--- src/rtl/ulms_pkg.sv ---
// Shared types, widths and codes for the UV / ambient-light measurement sequencer.
// Used by every module of the block; depends on nothing.
`timescale 1ns / 1ps

package ulms_pkg;

  localparam int RAW_BITS_DEF  = 20;
  localparam int FRAC_BITS_DEF = 8;

  localparam int REQ_W   = 3;
  localparam int UV_W    = 28;
  localparam int LUX_W   = 26;
  localparam int SENS_W  = 16;
  localparam int TGT_W   = 16;
  localparam int SUM_W   = 28;
  localparam int CNT_W   = 8;
  localparam int PHASE_W = 2;
  localparam int MODE_W  = 2;
  // Divisor of the shared divider: largest is sample count times target index.
  localparam int DVS_W   = CNT_W + TGT_W;

  localparam logic [SENS_W-1:0] SENS_RESET = SENS_W'(2300);
  localparam logic [SENS_W-1:0] SENS_MAX   = '1;
  localparam logic [CNT_W-1:0]  CNT_RESET  = CNT_W'(8);
  // lux = raw * 0.6 / 3 = raw / 5
  localparam logic [DVS_W-1:0]  LUX_DIV    = DVS_W'(5);

  // Request codes on the input channel.
  localparam logic [REQ_W-1:0] REQ_RESET    = 3'd0;
  localparam logic [REQ_W-1:0] REQ_START    = 3'd1;
  localparam logic [REQ_W-1:0] REQ_SAMPLE   = 3'd2;
  localparam logic [REQ_W-1:0] REQ_CALIB    = 3'd3;
  localparam logic [REQ_W-1:0] REQ_SET_SENS = 3'd4;

  // Classified operation held in the command queue.
  typedef enum logic [2:0] {
    OP_RESET,
    OP_START,
    OP_SAMPLE,
    OP_CALIB,
    OP_SET_SENS,
    OP_NOP
  } op_e;

  typedef enum logic [PHASE_W-1:0] {
    PH_IDLE = 2'd0,
    PH_UV   = 2'd1,
    PH_ALS  = 2'd2,
    PH_CAL  = 2'd3
  } phase_e;

  typedef enum logic [MODE_W-1:0] {
    MODE_NONE = 2'd0,
    MODE_UV   = 2'd1,
    MODE_ALS  = 2'd2
  } mode_e;

  typedef enum logic [1:0] {
    DK_UV,
    DK_CAL
  } div_kind_e;

  // Queue entry apart from the raw count, whose width is a parameter.
  typedef struct packed {
    op_e               op;
    logic [TGT_W-1:0]  target;
    logic [SENS_W-1:0] sens;
  } ulms_req_t;

  typedef struct packed {
    logic busy;
    logic done;
  } ulms_div_stat_t;

endpackage

--- src/rtl/ulms_div.sv ---
// Restoring divider, one quotient bit per cycle.
// Shared by the UV index and calibration paths. Depends on ulms_pkg.
`timescale 1ns / 1ps

module ulms_div import ulms_pkg::*; #(
  parameter int DVD_W = SUM_W + FRAC_BITS_DEF
) (
  input  logic                 clk_i,
  input  logic                 rst_ni,
  input  logic                 start_i,
  input  logic [DVD_W-1:0]     dividend_i,
  input  logic [DVS_W-1:0]     divisor_i,
  output ulms_div_stat_t       stat_o,
  output logic [DVD_W-1:0]     quot_o
);

  localparam int CW = $clog2(DVD_W + 1);

  logic [DVS_W-1:0] rem_q, rem_d;
  logic [DVS_W-1:0] dvs_q;
  logic [DVD_W-1:0] quo_q;
  logic [CW-1:0]    cnt_q;
  logic             busy_q, done_q;
  logic [DVS_W:0]   shifted, diff;
  logic             ge;

  // Partial remainder stays below the divisor, so one compare-subtract per bit.
  always_comb begin
    shifted = {rem_q, quo_q[DVD_W-1]};
    diff    = shifted - {1'b0, dvs_q};
    ge      = !diff[DVS_W];
    rem_d   = ge ? diff[DVS_W-1:0] : shifted[DVS_W-1:0];
  end

  assign stat_o.busy = busy_q;
  assign stat_o.done = done_q;
  assign quot_o      = quo_q;

  always_ff @(posedge clk_i or negedge rst_ni) begin
    if (!rst_ni) begin
      busy_q <= 1'b0;
      done_q <= 1'b0;
      cnt_q  <= '0;
    end else begin
      done_q <= 1'b0;
      if (start_i) begin
        busy_q <= 1'b1;
        cnt_q  <= CW'(DVD_W);
      end else if (busy_q) begin
        cnt_q <= cnt_q - 1'b1;
        if (cnt_q == CW'(1)) begin
          busy_q <= 1'b0;
          done_q <= 1'b1;
        end
      end
    end
  end

  always_ff @(posedge clk_i) begin
    if (start_i) begin
      quo_q <= dividend_i;
      rem_q <= '0;
      dvs_q <= divisor_i;
    end else if (busy_q) begin
      quo_q <= {quo_q[DVD_W-2:0], ge};
      rem_q <= rem_d;
    end
  end

endmodule

--- config.mk ---
export PLATFORM = sky130hd
export DESIGN_NAME = ulms_div
export DESIGN_NICKNAME = d
export VERILOG_FILES = /design/src/rtl/ulms_pkg.sv /design/src/rtl/ulms_div.sv
export SDC_FILE = /design/constraint.sdc
export NUM_CORES = 1
export LEC_CHECK = 0
export BUFFER_PORTS_ARGS = -buffer_cell sky130_fd_sc_hd__buf_2
export CORE_UTILIZATION = 30
export DETAILED_ROUTE_END_ITERATION = 6
export SLEW_MARGIN = 0
export SYNTH_ARGS = -nofsm -noshare
export SYNTH_HDL_FRONTEND = slang
export SYNTH_SLANG_ARGS = --single-unit
--- constraint.sdc ---
create_clock -name clk_i -period 7.3 [get_ports clk_i]
set_clock_uncertainty 0.15 [all_clocks]
set_input_delay 0 -clock clk_i [delete_from_list [all_inputs] [get_ports clk_i]]
set_output_delay 0 -clock clk_i [all_outputs]
set_load 0.01 [all_outputs]
==> results of run 1 <==
-- worst max-delay path, stage by stage (launching register included) --
cell and delay [ps]:
sky130_fd_sc_hd__edfxtp_1 360, sky130_fd_sc_hd__inv_1 50, sky130_fd_sc_hd__ha_1 220, sky130_fd_sc_hd__fa_1 390, sky130_fd_sc_hd__nand2b_1 190, sky130_fd_sc_hd__a21o_1 230
sky130_fd_sc_hd__a21oi_4 180, sky130_fd_sc_hd__o2111ai_4 180, sky130_fd_sc_hd__a21boi_2 980, sky130_fd_sc_hd__nor3_1 220, sky130_fd_sc_hd__a211o_1 340
-- stage by stage --
stage	hold slack [ps]	std cells	instance area [sq um]	setup slack (ps)
6_report	196.4	887	6970	3700
4_1_cts	179.8	887	6970	3727
3_5_place_dp	-295.4	808	6010	3727
5_1_grt	193.8	887	6970	3347
3_3_place_gp	-301.8	808	6010	3852
2_1_floorplan	-445.6	513	5359	4279
-- path summary, 6_finish.rpt --
path | startpoint | to | slack (ps) | cells past startpoint
worst max register to register | quot_o[35]$_DFFE_PP_ | rem_q[22]$_SDFFE_PP0P_ | 3700 | 10
worst min register to register | rem_q[9]$_SDFFE_PP0P_ | rem_q[9]$_SDFFE_PP0P_ | 350 | 2
worst max-delay path | quot_o[35]$_DFFE_PP_ | rem_q[22]$_SDFFE_PP0P_ | 3700 | 10
max in group asynchronous | rst_ni | cnt_q[5]$_DFFE_PN0P_ | 6270 | 3
worst min-delay path | divisor_i[7] | dvs_q[7]$_DFFE_PP_ | 200 | 2
min in group asynchronous | rst_ni | cnt_q[3]$_DFFE_PN0P_ | 460 | 3
-- power groups by stage --
stage	combinational [mW]	sequential (mW)	clock, mW
floorplan	0.698	0.740	0
global placement	0.875	0.742	0
detailed placement	0.892	0.746	0
CTS	0.925	0.735	0.539
global route	1.03	0.751	0.556
finish	0.933	0.737	0.521
-- cells by family (layout without fill, tap and decap cells) --
kind of cell,Yosys count,in the layout,share of synthesized area (%)
AND/OR/NAND/NOR,132,132,12.35
buffers and inverters,65,214,5.160
AO/OA/AOI/OAI,141,141,18.89
multiplexers,37,37,7.728
flip-flops,92,92,46.32
adder cells (fa/ha/maj),27,27,6.444
XOR/XNOR,19,19,3.105
-- synth_stat cells (all sizes together), types with 2 or more instances --
master | number | area [sq um]
nor4 | 2 | 12.51
o211ai | 2 | 15.01
or4b | 2 | 20.02
a211oi | 7 | 57.55
a21boi | 4 | 33.78
a21oi | 25 | 155.1
o21bai | 7 | 52.55
and3 | 4 | 25.02
nand3 | 16 | 80.08
xnor2 | 13 | 113.9
inv | 32 | 120.1
a211o | 2 | 17.52
xor2 | 6 | 52.55
nand4 | 10 | 68.81
clkbuf | 16 | 60.06
nand2 | 23 | 86.33
or4 | 2 | 15.01
and2 | 5 | 31.28
mux2 | 35 | 394.1
o221ai | 2 | 17.52
o2111ai | 2 | 35.04
o31ai | 5 | 37.54
or3 | 8 | 50.05
nor3b | 2 | 15.01
nor3 | 7 | 35.03
a2111oi | 2 | 17.52
dfxtp | 24 | 480.5
a311oi | 18 | 157.7
o21ai | 40 | 204.0
dfrtp | 8 | 200.2
ha | 26 | 325.3
nand2b | 5 | 31.28
a31oi | 3 | 18.77
nor2 | 42 | 162.6
o21a | 5 | 37.54
mux2i | 2 | 20.02
a21o | 4 | 30.03
buf | 17 | 96.34
o41ai | 2 | 17.52
edfxtp | 60 | 1802
-- cell type report --
cell class / count / area, sq um
clock buffer: 9 / 225.2
inverter: 32 / 120.1
sequential: 92 / 2482
tap: 225 / 281.5
multi-input combinational: 356 / 2600
fill: 1637 / 10390
clock inverter: 7 / 105.1
timing repair buffer: 166 / 1156
-- routing by layer --
metal  up-vias  part of all wire (%)  global-route usage [%]
met5         -                     0                       0
met4         0                   2.3                   6.679
met3        19                   3.2                   2.955
met2        88                    49                   25.71
met1      2143                    46                   19.05
li1       2211                     -                       -
-- registers in the layout (all words and copies together), names as in the netlist --
name    flops
quot_o     36
dvs_q      24
rem_q      24
cnt_q       6
busy_q      1
done_q      1
-- timing repair --
action | 4_1_cts | 5_1_grt
gates resized for setup | 0 | 0
hold endpoints to repair | 91 | 0
hold buffers | 63 | 0
==> implementation parameters, run 1 <==
Parameter                              Value

Routing
  Initial DRC Count ... 410
  Routed Wire Length ... 13510 um
  First-pass iteration count of the detailed router ... 4
  Routed WL per cell ... 15.23 um
  Vias post-DR ... 4461
  Antenna viol nets, final ... 0
  Via/cell ratio ... 5.029
  Post-route DRC violation count ... 0

STA
  Fin. Hold Viols ... 0
  Number of setup violations in the final report ... 0
  Slew at the pin closest to its max-slew limit ... 1271 ps
  Post-layout min period ... 3600 ps
  Tcrit/Tclk final ... 49.31%
  Max-slew violations ... 0
  Slew Limit Headroom ... 14.76%
  Top achievable clock speed ... 277.8 MHz
  Total Negative Setup Slacks ... 0 ps
  Setup repair after global routing missed its margin ... no

Clocking
  Maximum root-to-sink buffer count ... 2
  Skew-Pair Late Insertion Delay ... 350 ps
  CTS sink cnt ... 92
  Clk pin slew, worst setup/hold paths ... 70 ps
  Max H-tree Level ... 3
  Post CTS Setup Buffer Count ... 0
  Number of buffers added by the clock tree synthesis step ... 9
  CTS tree ... done
  Clk root buf ... sky130_fd_sc_hd__clkbuf_16

Logic synthesis
  Synthesized Nets ... 603
  Synth Cell Area ... 5359 sq um
  Sequential fraction of the synthesis area ... 46.32%
  Mean instance size in the synthesized netlist ... 10.45 sq um
  Count of state elements after synthesis ... 92
  Warnings from Yosys ... 0
  Number of enable-type register cells in the synthesized netlist ... 60
  Fraction of registers with async set or reset after synthesis ... 8.696%
  Count of mapped cells out of synthesis ... 513
  Yosys cell types ... 69
  Most used flip-flop cell after synthesis ... sky130_fd_sc_hd__edfxtp_1

Floorplanning
  Initial standard-cell utilization of the core ... 30.88%
  Die outline area ... 18400 sq um
  Floorplan die height ... 135.7 um
  Site Rows ... 48
  Io pins ... 101
  Die X ... 135.7 um
  Placeable core region ... 17360 sq um

Setup path
  Type of element capturing the critical path ... register
  Crit Path Max Fanout ... 27
  CP arrival ... 3690 ps
  Data required time of the critical path ... 7390 ps
  Worst setup path class ... register to register
  Critical Path Source Type ... register

Cells and area
  Area added between synthesis and finish ... 30.07%
  Count of nets after finishing ... 747
  Most frequent standard cell in the layout excluding fill and tap cells ... sky130_fd_sc_hd__buf_2
  Final design utilization ... 40.16%
  Most frequent cells in the layout ... sky130_fd_sc_hd__buf_2 (99), sky130_fd_sc_hd__dlygate4sd3_1 (63), sky130_fd_sc_hd__edfxtp_1 (60), sky130_fd_sc_hd__nor2_1 (40), sky130_fd_sc_hd__mux2_2 (35)
  Share of layout cells above drive strength 1 ... 25.53%
  Diodes inserted ... 0

Power
  Fraction of power spent switching nets ... 37.91%
  Power after layout ... 2.192 mW
  Peak supply drop ... 0.0001372 V
  Share of total power in the clock network ... 23.8%
  Leakage dissipation ... 2.908 nW
  Switching pwr ... 830.7 uW
  Comb power frac ... 42.6%
  Internal portion of total power ... 1.361 mW
  Power density over cell area ... 314.4 nW/um^2
  Fraction of power consumed by sequential logic ... 33.6%

Run
  Max Cap Viol ... 0

Global route
  Global-route wire length before repair ... 22070 um
  GR Util All Layers ... 15.33%
  Largest net degree at the start of global routing ... 71
  Number of global-route vias before repair ... 4417
  Antenna violations before repair ... 0
  Global route overflow ... 0

Place
  Count of port buffers added during placement ... 100
  Detailed placer's ending HPWL ... 9220 um
  Gp weighted congestion ... 0.8641

Hold path
  Worst Hold Class ... primary input to register

Run status
  Status ... complete, no violations
Power figures use the tool's default switching activity.
==> run 2: changes to the inputs <==
Clock period 7.3 ns to 3.14 ns, I/O delays scaled along.
==> run 2 against run 1 <==
Hold slack got worse by 120 ps. Final cell count is 2.5% higher. Clock power is 110% higher. Highest routed layer unchanged. Largest power group unchanged.
==> implementation parameters, run 2 (synthesis gave the netlist of run 1 again) <==
Parameter                              Value

Setup path
  Worst R2R Start ... dvs_q[17]$_DFFE_PP_ (was quot_o[35]$_DFFE_PP_)
  Critical path capture point ... rem_q[3]$_SDFFE_PP0P_ (was rem_q[22]$_SDFFE_PP0P_)
  Data required time of the critical path ... 3250 ps (was 7390 ps)
  Worst setup path class ... register to register (unchanged)
  Crit Path Max Fanout ... 13 (was 27)
  Endpoint of the lowest-slack register-to-register path ... rem_q[3]$_SDFFE_PP0P_ (was rem_q[22]$_SDFFE_PP0P_)
  Critical Path Source ... dvs_q[17]$_DFFE_PP_ (was quot_o[35]$_DFFE_PP_)
  Critical Path Source Type ... register (unchanged)
  FF-to-FF setup slack ... 70 ps (was 3700 ps)
  Type of element capturing the critical path ... register (unchanged)
  Number of cells on the worst reg-to-reg path ... 10 (unchanged)
  CP arrival ... 3180 ps (was 3690 ps)

Clocking
  Number of buffers added by the clock tree synthesis step ... 9 (unchanged)
  Clk pin slew, worst setup/hold paths ... 70 ps (about the same)
  Max H-tree Level ... 3 (unchanged)
  CTS tree ... done (unchanged)
  Skew-Pair Late Insertion Delay ... 360 ps (was 350 ps)
  Maximum root-to-sink buffer count ... 2 (unchanged)
  CTS sink cnt ... 92 (unchanged)
  Clk root buf ... sky130_fd_sc_hd__clkbuf_16 (unchanged)

STA
  Top achievable clock speed ... 325.9 MHz (was 277.8 MHz)
  Hold slack ... 71.50 ps (was 196.4 ps)
  Fin. Hold Viols ... 0 (unchanged)
  Max-slew violations ... 0 (unchanged)
  Post-layout min period ... 3068 ps (was 3600 ps)
  Final Worst Setup Slack ... 71.99 ps (was 3700 ps)
  Slew Limit Headroom ... 50.60% (was 14.76%)
  Slew at the pin closest to its max-slew limit ... 722.3 ps (was 1271 ps)
  Tcrit/Tclk final ... 97.71% (was 49.31%)
  Number of setup violations in the final report ... 0 (unchanged)

Global route
  Global-route wire length before repair ... 22940 um (was 22070 um)
  Global route overflow ... 0 (unchanged)
  GR Util All Layers ... 15.97% (was 15.33%)
  Antenna violations before repair ... 0 (unchanged)
  Largest net degree at the start of global routing ... 58 (was 71)
  Number of global-route vias before repair ... 4550 (was 4417)

Place
  Count of port buffers added during placement ... 100 (unchanged)
  Worst slack after detailed placement ... 92.21 ps (was 3727 ps)
  DP Cell Count ... 824 (was 808)
  Placed Instance Area ... 6155 sq um (was 6010 sq um)
  Gp weighted congestion ... 0.8727 (was 0.8641)
  Detailed placer's ending HPWL ... 9838 um (was 9220 um)

Cells and area
  Filler cells ... 1657 (was 1637)
  Diodes inserted ... 0 (unchanged)
  Max FFs per register ... 36 (unchanged)
  Register area ... 2482 sq um (unchanged)
  Final std cells w/o fill ... 909 (was 887)
  Most frequent standard cell in the layout excluding fill and tap cells ... sky130_fd_sc_hd__buf_2 (unchanged)
  Most frequent cells in the layout ... sky130_fd_sc_hd__buf_2 (99), sky130_fd_sc_hd__dlygate4sd3_1 (62), sky130_fd_sc_hd__edfxtp_1 (60), sky130_fd_sc_hd__nor2_1 (40), sky130_fd_sc_hd__mux2_2 (35) (was sky130_fd_sc_hd__buf_2 (99), sky130_fd_sc_hd__dlygate4sd3_1 (63), sky130_fd_sc_hd__edfxtp_1 (60), sky130_fd_sc_hd__nor2_1 (40), sky130_fd_sc_hd__mux2_2 (35))
  Footprint of the multi-input gates ... 2645 sq um (was 2600 sq um)
  Share of layout cells above drive strength 1 ... 29.24% (was 25.53%)
  Final cell area excluding filler cells ... 7177 sq um (was 6970 sq um)
  Area added between synthesis and finish ... 33.92% (was 30.07%)
  Count of nets after finishing ... 769 (was 747)

Routing
  Vias post-DR ... 4693 (was 4461)
  Initial DRC Count ... 278 (was 410)
  Via/cell ratio ... 5.163 (was 5.029)
  Routed Wire Length ... 14450 um (was 13510 um)
  Routed WL per cell ... 15.89 um (was 15.23 um)
  First-pass iteration count of the detailed router ... 5 (was 4)
  Post-route DRC violation count ... 0 (unchanged)
  Antenna viol nets, final ... 0 (unchanged)

Power
  Power density over cell area ... 724.4 nW/um^2 (was 314.4 nW/um^2)
  Power after layout ... 5.199 mW (was 2.192 mW)
  Leakage dissipation ... 3.012 nW (was 2.908 nW)
  Peak supply drop ... 0.0003283 V (was 0.0001372 V)

Floorplanning
  Site Rows ... 48 (unchanged)
  Die X ... 135.7 um (unchanged)
  Die outline area ... 18400 sq um (unchanged)
  Initial standard-cell utilization of the core ... 30.88% (unchanged)
  Floorplan die height ... 135.7 um (unchanged)
  Placeable core region ... 17360 sq um (unchanged)
  Io pins ... 101 (unchanged)

Hold path
  Worst Hold Class ... primary input to register (unchanged)

Run status
  Status ... complete, no violations (unchanged)

Run
  Max Cap Viol ... 0 (unchanged)
[run 2: changes by cell type in the layout (fill, tap and decap cells not counted), sizes merged]
cell / change
buf: +22
bufinv: -2
clkbuf: +1
clkinvlp: +1
dlygate4sd3: -1
inv: +1
[run 2: repair_timing]
action,4_1_cts,5_1_grt
buffers inserted,0,6
setup endpoints to repair,0,7
endpoints found under the hold margin,68,0
hold buffers,62,0
resized for setup,0,12
[run 2: through the flow]
| step | utilization (%) | TNS [ps] |
|---|---|---|
| after CTS | 40.66 | 0 |
| after global placement | 35.46 | 0 |
| final | 41.35 | 0 |
| after detailed placement | 35.46 | 0 |
| after floorplan | - | 0 |
| after global routing | 41.35 | -76.88 |
[run 2: worst min-delay path by stage]
stage                  from                   end  cells after the start
finish              start_i   dvs_q[23]$_DFFE_PP_                      1
global route        start_i   dvs_q[18]$_DFFE_PP_                      1
CTS                 start_i   dvs_q[13]$_DFFE_PP_                      1
detailed placement   rst_ni  cnt_q[0]$_DFFE_PN0P_                      1
global placement     rst_ni  cnt_q[1]$_DFFE_PN0P_                      1
floorplan            rst_ni      busy_q$_DFF_PN0_                      0
[run 2: per-layer routing]
layer	global-route usage [%]	vias up	routed length [um]
met4	5.993	0	283
met3	2.918	24	672
li1	-	2253	-
met1	19.98	2286	6388
met2	27.18	130	7102
met5	0	-	0
[run 2: layout make-up]
class / instances / area share (%)
clock buffer: 9 / 3.138
multi-input combinational: 356 / 36.86
sequential: 92 / 34.59
tap: 225 / 3.923
inverter: 32 / 1.674
timing repair buffer: 188 / 19.02
clock inverter: 7 / 0.8020
[run 2: report_power, final]
part	total, mW	internal, mW	leakage (nW)	switching [mW]
Sequential	1.72	1.54	0.907	0.176
Clock	1.07	0.550	0.135	0.524
Combinational	2.41	1.07	1.97	1.34
Total	5.20	3.16	3.01	2.04
[run 2: worst max-delay path: stages, from the launching register on]
cell,delay [ps]
sky130_fd_sc_hd__edfxtp_1,320
sky130_fd_sc_hd__inv_1,50
sky130_fd_sc_hd__ha_1,380
sky130_fd_sc_hd__a21oi_2,210
sky130_fd_sc_hd__o21ai_1,140
sky130_fd_sc_hd__a221o_1,320
sky130_fd_sc_hd__a21oi_4,250
sky130_fd_sc_hd__a21boi_4,120
sky130_fd_sc_hd__clkbuf_16,180
sky130_fd_sc_hd__or4_1,550
sky130_fd_sc_hd__a311oi_2,290
