## src/rtl/ulms_pkg.sv

```systemverilog
// Shared types, widths and codes for the UV / ambient-light measurement sequencer.
// Used by every module of the block; depends on nothing.
`timescale 1ns / 1ps

package ulms_pkg;

  localparam int RAW_BITS_DEF  = 20;
  localparam int FRAC_BITS_DEF = 8;

  localparam int REQ_W   = 3;
  localparam int UV_W    = 28;
  localparam int LUX_W   = 26;
  localparam int SENS_W  = 16;
  localparam int TGT_W   = 16;
  localparam int SUM_W   = 28;
  localparam int CNT_W   = 8;
  localparam int PHASE_W = 2;
  localparam int MODE_W  = 2;
  // Divisor of the shared divider: largest is sample count times target index.
  localparam int DVS_W   = CNT_W + TGT_W;

  localparam logic [SENS_W-1:0] SENS_RESET = SENS_W'(2300);
  localparam logic [SENS_W-1:0] SENS_MAX   = '1;
  localparam logic [CNT_W-1:0]  CNT_RESET  = CNT_W'(8);
  // lux = raw * 0.6 / 3 = raw / 5
  localparam logic [DVS_W-1:0]  LUX_DIV    = DVS_W'(5);

  // Request codes on the input channel.
  localparam logic [REQ_W-1:0] REQ_RESET    = 3'd0;
  localparam logic [REQ_W-1:0] REQ_START    = 3'd1;
  localparam logic [REQ_W-1:0] REQ_SAMPLE   = 3'd2;
  localparam logic [REQ_W-1:0] REQ_CALIB    = 3'd3;
  localparam logic [REQ_W-1:0] REQ_SET_SENS = 3'd4;

  // Classified operation held in the command queue.
  typedef enum logic [2:0] {
    OP_RESET,
    OP_START,
    OP_SAMPLE,
    OP_CALIB,
    OP_SET_SENS,
    OP_NOP
  } op_e;

  typedef enum logic [PHASE_W-1:0] {
    PH_IDLE = 2'd0,
    PH_UV   = 2'd1,
    PH_ALS  = 2'd2,
    PH_CAL  = 2'd3
  } phase_e;

  typedef enum logic [MODE_W-1:0] {
    MODE_NONE = 2'd0,
    MODE_UV   = 2'd1,
    MODE_ALS  = 2'd2
  } mode_e;

  typedef enum logic [1:0] {
    DK_UV,
    DK_CAL
  } div_kind_e;

  // Queue entry apart from the raw count, whose width is a parameter.
  typedef struct packed {
    op_e               op;
    logic [TGT_W-1:0]  target;
    logic [SENS_W-1:0] sens;
  } ulms_req_t;

  typedef struct packed {
    logic busy;
    logic done;
  } ulms_div_stat_t;

endpackage

```

## src/rtl/ulms_front.sv

```systemverilog
// Front end: accepts input transfers, classifies the request code and queues it.
// Two-entry queue toward the back end. Depends on ulms_pkg.
`timescale 1ns / 1ps

module ulms_front import ulms_pkg::*; #(
  parameter int RAW_BITS = RAW_BITS_DEF
) (
  input  logic                clk_i,
  input  logic                rst_ni,
  input  logic                in_valid_i,
  output logic                in_ready_o,
  input  logic [REQ_W-1:0]    req_type_i,
  input  logic [RAW_BITS-1:0] raw_count_i,
  input  logic [TGT_W-1:0]    target_index_i,
  input  logic [SENS_W-1:0]   new_sensitivity_i,
  input  logic                pop_i,
  output logic                head_valid_o,
  output ulms_req_t           head_req_o,
  output logic [RAW_BITS-1:0] head_raw_o
);

  localparam int DEPTH = 2;

  ulms_req_t           req_q [DEPTH];
  logic [RAW_BITS-1:0] raw_q [DEPTH];
  logic                wr_ptr_q, wr_ptr_d;
  logic                rd_ptr_q, rd_ptr_d;
  logic [1:0]          cnt_q, cnt_d;
  logic                push;
  ulms_req_t           req_in;

  always_comb begin
    req_in.target = target_index_i;
    req_in.sens   = new_sensitivity_i;
    unique case (req_type_i)
      REQ_RESET:    req_in.op = OP_RESET;
      REQ_START:    req_in.op = OP_START;
      REQ_SAMPLE:   req_in.op = OP_SAMPLE;
      REQ_CALIB:    req_in.op = OP_CALIB;
      REQ_SET_SENS: req_in.op = OP_SET_SENS;
      default:      req_in.op = OP_NOP;
    endcase
  end

  assign in_ready_o   = (cnt_q != 2'(DEPTH));
  assign push         = in_valid_i && in_ready_o;
  assign head_valid_o = (cnt_q != 2'd0);
  assign head_req_o   = req_q[rd_ptr_q];
  assign head_raw_o   = raw_q[rd_ptr_q];

  always_comb begin
    wr_ptr_d = push  ? ~wr_ptr_q : wr_ptr_q;
    rd_ptr_d = pop_i ? ~rd_ptr_q : rd_ptr_q;
    cnt_d    = cnt_q + 2'(push) - 2'(pop_i);
  end

  always_ff @(posedge clk_i or negedge rst_ni) begin
    if (!rst_ni) begin
      wr_ptr_q <= 1'b0;
      rd_ptr_q <= 1'b0;
      cnt_q    <= 2'd0;
    end else begin
      wr_ptr_q <= wr_ptr_d;
      rd_ptr_q <= rd_ptr_d;
      cnt_q    <= cnt_d;
    end
  end

  always_ff @(posedge clk_i) begin
    if (push) begin
      req_q[wr_ptr_q] <= req_in;
      raw_q[wr_ptr_q] <= raw_count_i;
    end
  end

endmodule

```

## config.mk

```make
export PLATFORM = sky130hd
export DESIGN_NAME = ulms_front
export DESIGN_NICKNAME = d
export VERILOG_FILES = /design/src/rtl/ulms_pkg.sv /design/src/rtl/ulms_front.sv
export SDC_FILE = /design/constraint.sdc
export NUM_CORES = 1
export LEC_CHECK = 0
export CAP_MARGIN = 20
export CORE_ASPECT_RATIO = 1.5
export CORE_UTILIZATION = 67
export DETAILED_ROUTE_END_ITERATION = 7
export DONT_BUFFER_PORTS = 1
export HOLD_SLACK_MARGIN = 0.12
export PLACE_DENSITY_LB_ADDON = 0.12
export SYNTH_ARGS = -nofsm -noshare
export SYNTH_HDL_FRONTEND = slang
export SYNTH_SLANG_ARGS = --single-unit
```

## constraint.sdc

```tcl
create_clock -name clk_i -period 6.4 [get_ports clk_i]
set_clock_uncertainty 0.1 [all_clocks]
set_input_delay 0.32 -clock clk_i [delete_from_list [all_inputs] [get_ports clk_i]]
set_output_delay 0.32 -clock clk_i [all_outputs]
set_load 0.01 [all_outputs]
```

==> results of run 1 <==
-- cells in the mapped netlist --
| master | number | area, µm² |
|---|---|---|
| edfxtp_1 | 110 | 3303 |
| mux2_4 | 40 | 600.6 |
| mux2_2 | 15 | 168.9 |
| buf_6 | 5 | 56.30 |
| dfrtp_1 | 4 | 100.1 |
| xnor2_1 | 3 | 26.28 |
| a21bo_1 | 1 | 10.01 |
| a21o_1 | 1 | 7.510 |
| a21oi_2 | 1 | 8.760 |
| and3_1 | 1 | 6.260 |
| buf_2 | 1 | 5.000 |
| clkbuf_1 | 1 | 3.750 |
| ha_1 | 1 | 12.51 |
| nand2_1 | 1 | 3.750 |
| nand2b_1 | 1 | 6.260 |
| nor2_1 | 1 | 3.750 |
| nor2b_1 | 1 | 6.260 |
| nor3b_1 | 1 | 7.510 |
| or2_2 | 1 | 6.260 |
| xor2_1 | 1 | 8.760 |
-- routing by layer --
metal	up-vias	part of all wire (%)	GRT usage (%)
met1	1021	35	31.86
met5	-	0	0
met3	18	7.1	10.41
li1	898	-	-
met2	122	55	47.83
met4	0	3.0	14.90
-- layout make-up --
| class | instances | area share (%) |
|---|---|---|
| clock buffer | 19 | 7.565 |
| clock inverter | 13 | 2.559 |
| multi-input combinational | 70 | 16.00 |
| sequential | 114 | 61.12 |
| tap | 74 | 1.661 |
| timing repair buffer | 61 | 11.09 |
-- kinds of logic after synthesis --
family,count (synthesis),synth area share (%)
muxes,55,17.68
DFF,114,78.21
xor gates and xnor gates,4,0.8052
and+or+nand+nor,7,0.9203
AOI/OAI and AO/OA,3,0.6039
adders and majority gates,1,0.2875
buffers and inverters,7,1.495
-- stage by stage --
step / setup WS, ns / hold slack, ns / instance area (µm²)
after floorplan: 2.838 / -0.07559 / 4352
after global placement: 4.309 / -0.07547 / 4399
after detailed placement: 4.456 / -0.07549 / 4419
after CTS: 3.912 / 0.2069 / 5574
after global routing: 3.856 / 0.2127 / 5574
final: 3.943 / 0.2367 / 5574
-- sequential cells by signal, summed over array words and instances (netlist names) --
signal,count
req_q,70
wr_ptr_q,1
rd_ptr_q,1
cnt_q,2
raw_q,40
-- placed cells by master, fill, tap and decap left out, drive strengths merged, types with 2 or more instances in the layout --
cell / synthesis / layout
buf: 6 / 2
dfrtp: 4 / 4
xnor2: 3 / 3
clkinv: 0 / 8
clkinvlp: 0 / 2
mux2: 55 / 55
edfxtp: 110 / 110
bufinv: 0 / 3
clkbuf: 1 / 19
dlygate4sd3: 0 / 59
-- power by group --
part,leakage (nW),switching (mW),internal [mW]
clock,0.269,0.312,0.584
sequential,1.07,0.149,1.03
combinational,0.700,0.283,0.304
total,2.04,0.744,1.91
-- worst max path at each step --
stage / slack (ns) / depth (start not counted) / endpoint / start
after global routing: 3.86 / 1 / head_req_o[34] / rd_ptr_q$_DFFE_PN0P_
after CTS: 3.91 / 1 / head_req_o[34] / rd_ptr_q$_DFFE_PN0P_
after global placement: 4.31 / 2 / req_q[1][12]$_DFFE_PP_ / cnt_q[0]$_DFF_PN0_
after floorplan: 2.84 / 3 / raw_q[0][0]$_DFFE_PP_ / cnt_q[1]$_DFF_PN0_
final: 3.94 / 1 / head_req_o[26] / rd_ptr_q$_DFFE_PN0P_
after detailed placement: 4.46 / 1 / head_raw_o[19] / rd_ptr_q$_DFFE_PN0P_
-- repair_timing --
| item | in CTS | in global routing |
|---|---|---|
| hold buffers | 59 | 0 |
| endpoints found under the hold margin | 118 | 0 |
| gates resized for setup | 0 | 0 |
==> results.py, run 1 <==
metrics = {
    "route": {
        "via_count": 2059,
        "wire_per_inst_um": 25.40,
        "drc": 0,
        "routed_via_density": 5.866,
        "drt_pass1_iterations": 4,
        "wl_um": 8917,
        "detail-route-antenna-nets": 0,
        "initialDrtViolationCount": 185,
    },
    "critical_path": {
        "worstReg2RegStart": "cnt_q[0]$_DFF_PN0_",
        "timing.critical_path.slowest_stage_cell": "dfrtp_4",
        "worstPathRequired_ns": 5.98,
        "worst-setup-path-type": "reg2out",
        "worstSetupStartpointType": "flop",
        "path_delay_family": "flip-flops",
        "r2r-end": "req_q[0][31]$_DFFE_PP_",
        "endpoint_kind": "output pin",
        "crit_arrival_ns": 2.04,
        "rr_worst_depth": 4,
        "max_stage_delay_ns": 1.06,
        "crit_buf_inv": 0,
        "rrSetupSlack_ns": 4.33,
        "cell_by_cell_trace_of_the_critical_path": "mux2_2",
        "crit_fanout": 56,
    },
    "synthesis": {
        "synth.ff_latch_count": 114,
        "yosysUniqueCellTypes": 20,
        "yosysSeqAreaShare_pct": 78.21,
        "synthesis.area_per_instance_um2": 22.78,
        "synthesis.nets": 251,
        "ys.warnings.count": 0,
        "post_synth_inst_count": 191,
        "post_synth_instance_area_mm2": 0.004352,
    },
    "cts": {
        "worst_skew_pair.late_latency_ns": 0.49,
        "cts_tree": "yes",
        "cts_setup_buffers": 0,
        "htreeDepth": 4,
        "root_buffer": "clkbuf_8",
        "cts_buffers": 17,
        "clkSlewWorstSetupHoldPaths_ns": 0.05,
        "cts_max_path_buffers": 2,
        "clock_sink_count": 114,
    },
    "floorplanning": {
        "floorplan.die.width_um": 67.80,
        "die-height_um": 100.7,
        "placeable_core_area_mm2": 0.006218,
        "top_level_ports": 116,
        "initial_core_util_pct": 69.98,
        "num_rows": 35,
        "dieArea_mm2": 0.006828,
    },
    "pwr": {
        "finalPower_mw": 2.657,
        "p_leak_nw": 2.038,
        "highest_ir_drop_seen_on_vdd_uv": 379.9,
        "power.density_mw_per_mm2": 476.7,
    },
    "placed_design": {
        "gp_congestion": 0.6189,
        "placedCellCount": 260,
        "placement.io_buffers": 0,
    },
    "layout": {
        "number_of_nets_in_the_layout": 324,
        "post-route-util_pct": 89.64,
        "register_area_mm2": 0.003407,
        "fillers": 219,
        "cell_count_final_fillers_out": 351,
        "area.growth.synth_to_final_pct": 28.09,
        "antenna_cells_inserted": 0,
        "combined_area_of_the_multi_input_logic_cells_um2": 892.1,
        "drive_gt1_share_pct": 31.41,
    },
    "timing": {
        "final.period_utilization_pct": 38.39,
        "max_clock_freq_ghz": 0.4070,
        "timing.final.hold_violations": 0,
        "maxSlewViolCount": 0,
        "tightest_slew_ns": 0.9625,
        "setup-violations-final": 0,
        "period_needed_ns": 2.457,
        "grt_setup_unrepaired": "no",
        "max-slew-margin-rel_pct": 35.83,
        "fin_setup_tns_ns": 0,
    },
    "grt": {
        "antenna_found_initial": 0,
        "grt-ovfl-total": 0,
        "vias_in_the_first_global_route": 2279,
        "grt_pass1_wl_um": 12810,
        "tot_gr_track_use_pct": 28.88,
        "grt_start_max_net_pins": 57,
    },
    "worst_hold_path": {
        "min_path_type": "in2reg",
        "hold_path.startpoint": "in_valid_i",
        "sink_of_the_worst_hold_path": "raw_q[1][16]$_DFFE_PP_",
        "worst_hold_path_depth": 1,
    },
    "flow_run": {
        "timing.max_cap.violations": 0,
    },
    "outcome": {
        "result_of_the_run": "finished, final reports clean",
    },
}
Note: power is estimated with default switching activity, not from simulation.
==> run 2, diff against run 1 <==
--- a/config.mk
+++ b/config.mk
@@ -7,7 +7,7 @@
 export LEC_CHECK = 0
 export CAP_MARGIN = 20
 export CORE_ASPECT_RATIO = 1.5
-export CORE_UTILIZATION = 67
+export CORE_UTILIZATION = 56
 export DETAILED_ROUTE_END_ITERATION = 7
 export DONT_BUFFER_PORTS = 1
 export HOLD_SLACK_MARGIN = 0.12
==> constraint.sdc (replaced) <==
create_clock -name clk_i -period 2.1 [get_ports clk_i]
set_clock_uncertainty 0.1 [all_clocks]
set_input_delay 0.105 -clock clk_i [delete_from_list [all_inputs] [get_ports clk_i]]
set_output_delay 0.105 -clock clk_i [all_outputs]
set_load 0.01 [all_outputs]
==> results.py, run 2 (synthesized netlist as in run 1, its figures left out) <==
metrics = {
    "cts": {
        "cts_max_path_buffers": 2,
        "cts_tree": "yes",
        "cts_buffers": 17,
        "worst_skew_pair.late_latency_ns": 0.40,
        "htreeDepth": 4,
        "clock_sink_count": 114,
        "cts-resized-gates": 0,
        "cts_setup_buffers": 0,
        "root_buffer": "clkbuf_16",
        "clkSlewWorstSetupHoldPaths_ns": 0.05,
    },
    "layout": {
        "drive_gt1_share_pct": 33.57,
        "cell_count_final_fillers_out": 382,
        "leading_cell_types_in_the_layout_fill_and_taps_excluded": "edfxtp_1 (110), dlygate4sd3_1 (59), mux2_4 (40)",
        "layout.cells.most_common": "edfxtp_1",
        "fillers": 433,
        "antenna_cells_inserted": 0,
        "post-route-util_pct": 75.27,
        "register_ranked_first_by_flip_flop_count": "req_q",
        "number_of_nets_in_the_layout": 327,
        "flip_flop_count_of_the_largest_register_after_layout": 70,
        "layout_top_registers": "req_q (70), raw_q (40), cnt_q (2)",
        "area.growth.synth_to_final_pct": 30.82,
    },
    "floorplanning": {
        "die-height_um": 110.0,
        "placeable_core_area_mm2": 0.007564,
        "num_rows": 39,
        "initial_core_util_pct": 57.54,
        "top_level_ports": 116,
        "dieArea_mm2": 0.008135,
        "floorplan.die.width_um": 73.98,
    },
    "pwr": {
        "power.density_mw_per_mm2": 1426,
        "highest_ir_drop_seen_on_vdd_uv": 1318,
        "p_leak_nw": 2.092,
    },
    "worst_hold_path": {
        "sink_of_the_worst_hold_path": "raw_q[1][4]$_DFFE_PP_",
        "hold_path.startpoint": "in_valid_i",
        "worst_hold_path_depth": 2,
        "min_path_type": "in2reg",
    },
    "critical_path": {
        "crit_buf_inv": 1,
        "cell_by_cell_trace_of_the_critical_path": "buf_12 -> mux2_2",
        "path_delay_family": "flip-flops",
        "endpoint_kind": "output pin",
        "max_stage_delay_ns": 0.59,
        "worstReg2RegStart": "cnt_q[0]$_DFF_PN0_",
        "worst-setup-path-type": "reg2out",
        "crit_arrival_ns": 1.76,
        "worstPathRequired_ns": 1.89,
        "worstSetupStartpointType": "flop",
        "rrSetupSlack_ns": 0.44,
        "timing.critical_path.slowest_stage_cell": "dfrtp_4",
        "r2r-end": "raw_q[0][6]$_DFFE_PP_",
        "crit_fanout": 41,
        "rr_worst_depth": 4,
    },
    "route": {
        "detail-route-antenna-nets": 0,
        "routed_via_density": 5.243,
        "drt_pass1_iterations": 4,
        "wire_per_inst_um": 18.99,
        "initialDrtViolationCount": 105,
        "wl_um": 7253,
        "drc": 0,
        "via_count": 2003,
    },
    "grt": {
        "grt-ovfl-total": 0,
        "tot_gr_track_use_pct": 18.67,
        "antenna_found_initial": 0,
        "vias_in_the_first_global_route": 2093,
        "grt_start_max_net_pins": 42,
        "grt_pass1_wl_um": 10180,
    },
    "placed_design": {
        "placement.io_buffers": 0,
        "placedCellCount": 291,
        "gp_congestion": 0.6385,
        "dp_hpwl_um": 4507,
    },
    "timing": {
        "maxSlewViolCount": 0,
        "max-slew-margin-rel_pct": 80.03,
        "holdWs_ns": 0.1583,
        "grt_setup_unrepaired": "no",
        "final.period_utilization_pct": 93.57,
        "timing.final.hold_violations": 0,
        "fin_setup_tns_ns": 0,
        "period_needed_ns": 1.965,
        "tightest_slew_ns": 0.2996,
        "setup-violations-final": 0,
        "max_clock_freq_ghz": 0.5089,
    },
    "flow_run": {
        "timing.max_cap.violations": 0,
    },
    "outcome": {
        "result_of_the_run": "finished, final reports clean",
    },
}
-- run 2: worst reg2reg max path: cells and delay by family, from the launching register on --
| family | cells | cell delay [ns] |
|---|---|---|
| DFF | 1 | 0.39 |
| buffers and inverters | 1 | 0.25 |
| and+or+nand+nor | 3 | 0.58 |
-- run 2: through the flow --
step	total power, mW	instance area (µm²)	worst slack (ns)
floorplan	4.973	4360	0.05078
CTS	8.199	5693	0.1086
detailed placement	5.331	4502	0.4681
global route	8.447	5693	0.07109
global placement	5.232	4502	0.5683
finish	8.120	5693	0.1350
-- run 2: per-layer routing --
layer / wire [µm] / share of wire, % / track usage (%)
met5: 0 / 0 / 0
met4: 93 / 1.3 / 9.890
met3: 434 / 6.0 / 8.616
met2: 4083 / 56 / 31.43
met1: 2641 / 36 / 18.93
-- run 2: cell type report --
type                       count  area (µm²)  area share [%]
clock buffer                  29       560.5           9.846
multi-input combinational     70       892.1           15.67
sequential                   114        3407           59.85
tap                          102       127.6           2.242
timing repair buffer          64       665.6           11.69
clock inverter                 3       40.04          0.7033
-- run 2: report_power, final --
part | leakage, nW | internal (mW) | switching, mW
combinational | 0.723 | 0.974 | 1.03
clock | 0.300 | 1.90 | 0.857
sequential | 1.07 | 3.12 | 0.228
-- run 2: worst max-delay path by stage --
stage,end,start,cells after the start
2_1_floorplan,raw_q[0][0]$_DFFE_PP_,cnt_q[1]$_DFF_PN0_,3
3_3_place_gp,head_req_o[24],rd_ptr_q$_DFFE_PN0P_,2
3_5_place_dp,req_q[0][2]$_DFFE_PP_,cnt_q[0]$_DFF_PN0_,4
4_1_cts,head_req_o[17],rd_ptr_q$_DFFE_PN0P_,2
5_1_grt,head_req_o[17],rd_ptr_q$_DFFE_PN0P_,2
6_report,head_req_o[19],rd_ptr_q$_DFFE_PN0P_,2
-- run 2: timing repair --
action | CTS | global route
setup endpoints to repair | 0 | 0
endpoints found under the hold margin | 118 | 0
hold buffers | 59 | 0
==> run 3, diff against run 2 <==
--- a/config.mk
+++ b/config.mk
@@ -7,7 +7,8 @@
 export LEC_CHECK = 0
 export CAP_MARGIN = 20
 export CORE_ASPECT_RATIO = 1.5
-export CORE_UTILIZATION = 56
+export CORE_UTILIZATION = 59
+export CTS_BUF_LIST = sky130_fd_sc_hd__clkbuf_4 sky130_fd_sc_hd__clkbuf_8
 export DETAILED_ROUTE_END_ITERATION = 7
 export DONT_BUFFER_PORTS = 1
 export HOLD_SLACK_MARGIN = 0.12
==> results.py, run 3 (synthesized netlist as in run 1, its figures left out) <==
metrics = {
    "critical_path": {
        "crit_fanout": 21,
        "endpoint_kind": "output pin",
        "worstPathRequired_ns": 1.89,
        "crit_arrival_ns": 1.69,
        "worst-setup-path-type": "reg2out",
        "worstSetupStartpointType": "flop",
    },
    "cts": {
        "cts_max_path_buffers": 2,
        "cts_buffers": 17,
        "clkSlewWorstSetupHoldPaths_ns": 0.06,
        "cts_setup_buffers": 0,
        "clock_sink_count": 114,
        "cts_tree": "yes",
        "cts-resized-gates": 0,
        "htreeDepth": 4,
        "root_buffer": "clkbuf_8",
        "cts_hold_repair.buffers": 60,
        "worst_skew_pair.late_latency_ns": 0.41,
    },
    "route": {
        "wl_um": 7543,
        "detail-route-antenna-nets": 0,
        "drc": 0,
        "drt_pass1_iterations": 4,
        "initialDrtViolationCount": 97,
        "wire_per_inst_um": 19.75,
        "routed_via_density": 5.312,
        "via_count": 2029,
    },
    "layout": {
        "drive_gt1_share_pct": 34.75,
        "register_ranked_first_by_flip_flop_count": "req_q",
        "area.growth.synth_to_final_pct": 26.28,
        "flip_flop_count_of_the_largest_register_after_layout": 70,
        "antenna_cells_inserted": 0,
        "cell_count_final_fillers_out": 382,
        "layout.cells.most_common": "edfxtp_1",
        "layout_top_registers": "req_q (70), raw_q (40), cnt_q (2)",
        "fillers": 389,
        "number_of_nets_in_the_layout": 329,
        "leading_cell_types_in_the_layout_fill_and_taps_excluded": "edfxtp_1 (110), dlygate4sd3_1 (60), mux2_4 (40)",
    },
    "pwr": {
        "finalPower_mw": 7.265,
        "highest_ir_drop_seen_on_vdd_uv": 1114,
        "power.density_mw_per_mm2": 1322,
        "p_leak_nw": 2.010,
    },
    "placed_design": {
        "dp_hpwl_um": 4413,
        "pre_cts_ws_ns": 0.4771,
        "placedCellCount": 290,
        "gp_congestion": 0.6493,
        "placement.io_buffers": 0,
    },
    "timing": {
        "setup-violations-final": 0,
        "tightest_slew_ns": 0.3466,
        "grt_setup_unrepaired": "no",
        "post-route-worst-setup-slack_ns": 0.2017,
        "timing.final.hold_violations": 0,
        "max-slew-margin-rel_pct": 76.89,
        "final.period_utilization_pct": 90.39,
        "period_needed_ns": 1.898,
        "maxSlewViolCount": 0,
        "fin_setup_tns_ns": 0,
        "holdWs_ns": 0.2520,
        "max_clock_freq_ghz": 0.5268,
    },
    "grt": {
        "grt_pass1_wl_um": 11430,
        "vias_in_the_first_global_route": 2285,
        "grt-ovfl-total": 0,
        "grt_start_max_net_pins": 36,
        "antenna_found_initial": 0,
        "tot_gr_track_use_pct": 21.23,
    },
    "floorplanning": {
        "top_level_ports": 116,
        "num_rows": 38,
        "initial_core_util_pct": 60.61,
        "die-height_um": 107.2,
        "floorplan.die.width_um": 72.12,
        "placeable_core_area_mm2": 0.007179,
        "dieArea_mm2": 0.007730,
    },
    "flow_run": {
        "timing.max_cap.violations": 0,
    },
    "worst_hold_path": {
        "min_path_type": "in2reg",
    },
    "outcome": {
        "result_of_the_run": "finished, final reports clean",
    },
}
[run 3: final timing paths]
path                                       from  slack [ns]  cells past startpoint                    end
max                        rd_ptr_q$_DFFE_PN0P_        0.20                      2         head_req_o[34]
min                              raw_count_i[8]        0.25                      1  raw_q[0][8]$_DFFE_PP_
max reg2reg                  cnt_q[0]$_DFF_PN0_        0.42                      4  req_q[0][5]$_DFFE_PP_
min reg2reg                wr_ptr_q$_DFFE_PN0P_        0.45                      1   wr_ptr_q$_DFFE_PN0P_
max in group asynchronous                rst_ni        1.29                      2   rd_ptr_q$_DFFE_PN0P_
min in group asynchronous                rst_ni        0.41                      2     cnt_q[0]$_DFF_PN0_
[run 3: report_power, final]
| part | switching, mW | total [mW] | internal [mW] | leakage (nW) |
|---|---|---|---|---|
| registers | 0.246 | 3.36 | 3.12 | 1.07 |
| logic | 1.03 | 2.04 | 1.01 | 0.736 |
| clock network | 0.761 | 1.86 | 1.10 | 0.205 |
[run 3: layer usage]
layer	vias to the layer above	track usage, %	share of wire [%]
met5	-	0	0
met4	0	9.104	1.3
met2	101	36.52	56
met1	1006	21.91	35
li1	911	-	-
met3	11	9.586	7.1
[run 3: through the flow]
step,area [µm²],utilization (%)
2_1_floorplan,4360,-
3_3_place_gp,4519,62.95
3_5_place_dp,4519,62.95
4_1_cts,5495,76.54
5_1_grt,5495,76.54
6_report,5495,76.54
[run 3: layout make-up]
class / count / area, µm² / share of cell area [%]
multi-input combinational: 70 / 892.1 / 16.23
tap: 100 / 125.1 / 2.277
sequential: 114 / 3407 / 62.00
clock inverter: 6 / 55.05 / 1.002
clock buffer: 26 / 320.3 / 5.829
timing repair buffer: 66 / 695.7 / 12.66
[run 3: worst max-delay path: stages (launching register included)]
cell and delay (ns):
dfrtp_4 0.64, buf_12 0.25, mux2_2 0.39
